[config.mk]
export PLATFORM = sky130hd
export DESIGN_NAME = ffs_step
export DESIGN_NICKNAME = d
export VERILOG_FILES = /design/src/hw/rtl/ffs_pkg.sv /design/src/hw/rtl/ffs_step.sv
export SDC_FILE = /design/constraint.sdc
export NUM_CORES = 1
export LEC_CHECK = 0
export BUFFER_PORTS_ARGS = -buffer_cell sky130_fd_sc_hd__buf_2
export CORE_AREA = 8 8 347 349
export DETAILED_ROUTE_END_ITERATION = 12
export DIE_AREA = 0 0 355 357
export PLACE_DENSITY_LB_ADDON = 0.3
export SKIP_LAST_GASP = 1
export SLEW_MARGIN = 15
export SYNTH_ARGS = -nofsm -noshare
export SYNTH_HDL_FRONTEND = slang
export SYNTH_SLANG_ARGS = --single-unit
[constraint.sdc]
create_clock -name clk -period 0.8 [get_ports clk]
set_clock_uncertainty 0.05 [all_clocks]
set_input_delay 0.16 -clock clk [delete_from_list [all_inputs] [get_ports clk]]
set_output_delay 0.16 -clock clk [all_outputs]
set_load 0.01 [all_outputs]
[src/hw/rtl/ffs_pkg.sv]
package ffs_pkg;

    localparam int GRAY_BITS     = 8;
    localparam int NUM_STEPS     = GRAY_BITS;
    localparam int EDGE_REF_BITS = 24;
    localparam int GRAY_SQ_BITS  = 16;
    localparam int SQ_HI_SHIFT   = 16;
    localparam int SQ_LO_SHIFT   = 9;

    localparam logic [GRAY_BITS-1:0] ALPHA_BYTE = 8'hFF;

    typedef struct packed {
        logic valid;
        logic active;
        logic deg;
    } ffs_ctl_t;

endpackage

[src/hw/rtl/ffs_step.sv]
module ffs_step #(
    parameter int SW  = 102,
    parameter int BIT = 7
) (
    input  logic                            clk,
    input  logic                            rst_n,
    input  ffs_pkg::ffs_ctl_t               ctl_in,
    input  logic [ffs_pkg::GRAY_BITS-1:0]   g_in,
    input  logic [SW+ffs_pkg::GRAY_BITS-1:0]    p_in,
    input  logic [SW+ffs_pkg::GRAY_SQ_BITS-1:0] q_in,
    input  logic [SW-1:0]                   s_in,
    input  logic [SW+ffs_pkg::GRAY_SQ_BITS-3:0] r_in,
    output ffs_pkg::ffs_ctl_t               ctl_out,
    output logic [ffs_pkg::GRAY_BITS-1:0]   g_out,
    output logic [SW+ffs_pkg::GRAY_BITS-1:0]    p_out,
    output logic [SW+ffs_pkg::GRAY_SQ_BITS-1:0] q_out,
    output logic [SW-1:0]                   s_out,
    output logic [SW+ffs_pkg::GRAY_SQ_BITS-3:0] r_out
);

    localparam int PW       = SW + ffs_pkg::GRAY_BITS;
    localparam int QW       = SW + ffs_pkg::GRAY_SQ_BITS;
    localparam int RW       = SW + ffs_pkg::GRAY_SQ_BITS - 2;
    localparam int MASK_INT = 1 << BIT;
    localparam logic [ffs_pkg::GRAY_BITS-1:0] BIT_MASK = MASK_INT[ffs_pkg::GRAY_BITS-1:0];

    ffs_pkg::ffs_ctl_t              ctl_reg;
    logic [ffs_pkg::GRAY_BITS-1:0]  g_reg, g_next;
    logic [PW-1:0]                  p_reg, p_next;
    logic [QW-1:0]                  q_reg, q_next;
    logic [SW-1:0]                  s_reg;
    logic [RW-1:0]                  r_reg;
    logic [QW-1:0]                  cand_q;
    logic                           take;

    // (g + b)^2 s = g^2 s + 2 b g s + b^2 s, with b a power of two
    always_comb
    begin
        cand_q = q_in + (QW'(p_in) << (BIT + 1)) + (QW'(s_in) << (2 * BIT));
        take   = ctl_in.active && (cand_q <= QW'(r_in));
        g_next = take ? (g_in | BIT_MASK) : g_in;
        p_next = take ? (p_in + (PW'(s_in) << BIT)) : p_in;
        q_next = take ? cand_q : q_in;
    end

    always_ff @(posedge clk or negedge rst_n)
    begin
        if (!rst_n)
        begin
            ctl_reg <= '0;
        end
        else
        begin
            ctl_reg <= ctl_in;
        end
    end

    always_ff @(posedge clk)
    begin
        g_reg <= g_next;
        p_reg <= p_next;
        q_reg <= q_next;
        s_reg <= s_in;
        r_reg <= r_in;
    end

    assign ctl_out = ctl_reg;
    assign g_out   = g_reg;
    assign p_out   = p_reg;
    assign q_out   = q_reg;
    assign s_out   = s_reg;
    assign r_out   = r_reg;

endmodule

==> metrics.cfg <==
[sta]
finalSetupTns_ns=-1437.84
slew_violations=0
timing_hold_violations_final=1
setup_viol=674
worstMarginPinSlew_ns=0.935
timing.hold.ws_ns=-0.296
setup_ws_ns=-5.75
finalCritPeriodShare=8.18
fmax_ghz=0.153
period_needed_ns=6.55
slew_headroom=0.369
rsz0062_at_grt=yes

[setup_path]
crit_path_end_kind=flop
timing_worst_setup_path_type=input port to flop
cp.required_ns=1.29
critPathMaxFanout=6
endpoint=q_out[96]$_DFF_P_
cpPeakStageDelay_ns=0.58
startpoint=s_in[28]
cpMostUsedCell=buf_4
crit_slowest_cell=fa_1
arrival_ns=7.03
startpoint_type=input port

[placed_design]
place_area_um2=46300
place_ws_ns=-7.89
post-dp-hpwl_mm=135
io_buffers=915
dp.cells=6896
place_congestion=0.950

[grt]
antenna_found_initial=37
overflow=0
grtUsageTotal=0.241
grt_pass1_wl_mm=233
grt_max_degree=21
grt_pass1_vias=37378

[pwr]
power.internal_mw=73.7
p_per_area_nw_per_um2=2160
irDropWorstVdd_mv=1.85
leakage_nw=27.4
combPwrFrac=0.532
power.switching_mw=43.6
p_clk_frac=0.238
switching_share=0.372
power_mw=117
pwr-share-seq=0.230

[cts]
cts_max_level=2
cts_buffers=53
cts_root_buf=clkbuf_16
cts.path.max_buffers=3
cts_tree=done
cts_sinks=457
clk_pin_slew_ns=0.06

[run]
maxCapViolCount=0

[die]
design.die.area_um2=127000
die_w_um=355
rows=125
initial_core_util=0.263
top_level_ports=916
core_area_um2=115000
die_y_um=357

[min_path]
holdPathStages=2
hold_class=input port to flop

[yosys]
synthTopCellsByArea=dfxtp_1 (30%), ha_1 (14%), fa_1 (6.9%)
ys_ff_latch=457
synth.top_cell.area_share=0.300
yosysTopAreaCell=dfxtp_1
syn-num-nets=4176
syn_area_per_cell_um2=9.23
synth_edf_count=0
postSynth.asyncResetShare=0.00656
synth_cell_type_count=90
synthCells=3280
synthFlopType=dfxtp_1
yosys_warnings=0
ys_seq_area_frac=0.303
synth.cell_area_um2=30300

[drt]
firstDrtPassIters=6
drt_wl_total_mm=162
route.detailed.drc=0
vias=35251
viasPerCell=4.69
first_iter_violations=2091
drtAntennaViolNets=0
wl_per_cell_um=21.6

[final_layout]
nNetsFinal=6816
final_core_util=0.472
syn_to_final_growth_pct=79.3
drive_gt1_frac=0.440
final_cells=7513
fill_cells=11028
regArea_um2=9160
final_area_um2=54300
multi_input_area_um2=20700

[outcome]
outcome=finished, violations left
violations=negative hold slack, negative setup slack

-- metal layers --
| metal | up-vias | GRT usage | part of all wire |
|---|---|---|---|
| li1 | 17156 | - | - |
| met5 | - | 0 | 0.00030 |
| met1 | 16756 | 0.285 | 0.41 |
| met4 | 8 | 0.0756 | 0.034 |
| met3 | 239 | 0.0467 | 0.058 |
| met2 | 1092 | 0.437 | 0.50 |
-- worst min-delay path by stage --
stage | startpoint | to | slack, ns
final | q_in[8] | q_out[8]$_DFF_P_ | -0.30
after global routing | q_in[8] | q_out[8]$_DFF_P_ | -0.32
after CTS | p_in[1] | p_out[1]$_DFF_P_ | -0.45
after detailed placement | rst_n | ctl_out[2]$_DFF_PN0_ | -0.03
after global placement | rst_n | ctl_out[2]$_DFF_PN0_ | -0.03
after floorplan | rst_n | ctl_out[0]$_DFF_PN0_ | -0.19
-- kinds of logic after synthesis --
group | synth area share
simple gates | 0.118
mux | 0.0572
xor+xnor | 0.0590
fa+ha+maj | 0.206
flops | 0.303
buf+inv | 0.0460
compound gates | 0.211
-- critical path: cells and delay by family --
kind,cells,cell delay [ns]
AO/OA/AOI/OAI,17,3.39
multiplexers,2,0.43
XOR/XNOR,1,0.27
AND/OR/NAND/NOR,2,0.41
buffers and inverters,8,1.20
adder cells (fa/ha/maj),3,1.11
-- registers in the layout (all words and copies together) (netlist names) --
name / count
p_out: 110
r_out: 116
ctl_out: 3
q_out: 118
g_out: 8
s_out: 102
-- synthesized netlist by cell type (all sizes together), types with 18 or more instances --
cell      n
nor3     39
buf      55
o211ai   20
inv     202
o21ai   233
nand2   285
o21a     26
mux2    122
a21oi   297
a31oi    33
a211oi   26
and3     27
xnor2   115
ha      333
o31ai    19
a21boi   18
dfxtp   454
nor4     21
nand3    35
fa      104
xor2     89
nor2    131
nand4   105
clkbuf   73
a21o    165
o21bai   56
-- power by group through the flow --
stage | Clock (mW) | Combinational [mW] | Sequential (mW)
after floorplan | 0 | 25.6 | 28.4
after global routing | 29.3 | 67.2 | 27.1
after detailed placement | 0 | 56.6 | 27.4
after CTS | 28.4 | 61.9 | 26.9
final | 28.0 | 62.3 | 27.0
after global placement | 0 | 56.3 | 27.5
-- timing repair --
action | 4_1_cts | 5_1_grt
endpoints found under the hold margin | 460 | 3
resized for setup | 150 | 15
setup buffers | 21 | 6
pin swaps | 77 | 14
hold buffers | 456 | 2
endpoints found under the setup margin | 671 | 674
gates cloned | 8 | 0
-- cell usage in the layout (no fill, tap or decap), types with 17 or more instances in the layout --
| master | count |
|---|---|
| and2_1 | 17 |
| diode_2 | 26 |
| xor2_1 | 87 |
| xnor2_1 | 108 |
| dlygate4sd3_1 | 458 |
| nor3_1 | 34 |
| mux2_2 | 30 |
| o31ai_1 | 17 |
| o211ai_1 | 19 |
| nand3_1 | 35 |
| a211oi_1 | 20 |
| o21a_1 | 24 |
| and3_1 | 25 |
| nand4_1 | 103 |
| nand2_1 | 281 |
| inv_1 | 198 |
| o21ai_0 | 202 |
| fa_1 | 98 |
| a31oi_1 | 27 |
| o21ai_1 | 22 |
| mux2_4 | 90 |
| o21bai_1 | 55 |
| nor2_1 | 127 |
| buf_4 | 1304 |
| a21o_1 | 165 |
| ha_1 | 309 |
| dfxtp_1 | 454 |
| ha_4 | 20 |
| clkbuf_16 | 53 |
| a21oi_1 | 283 |
| buf_2 | 911 |
-- cell type report --
class                      count  share of cell area
clock buffer                  68              0.0273
timing repair buffer        2713               0.363
sequential                   457               0.169
inverter                     202              0.0141
multi-input combinational   2493               0.381
antenna                       26             0.00120
tap                         1524              0.0351
clock inverter                30             0.00947
Power figures use the tool's default switching activity.
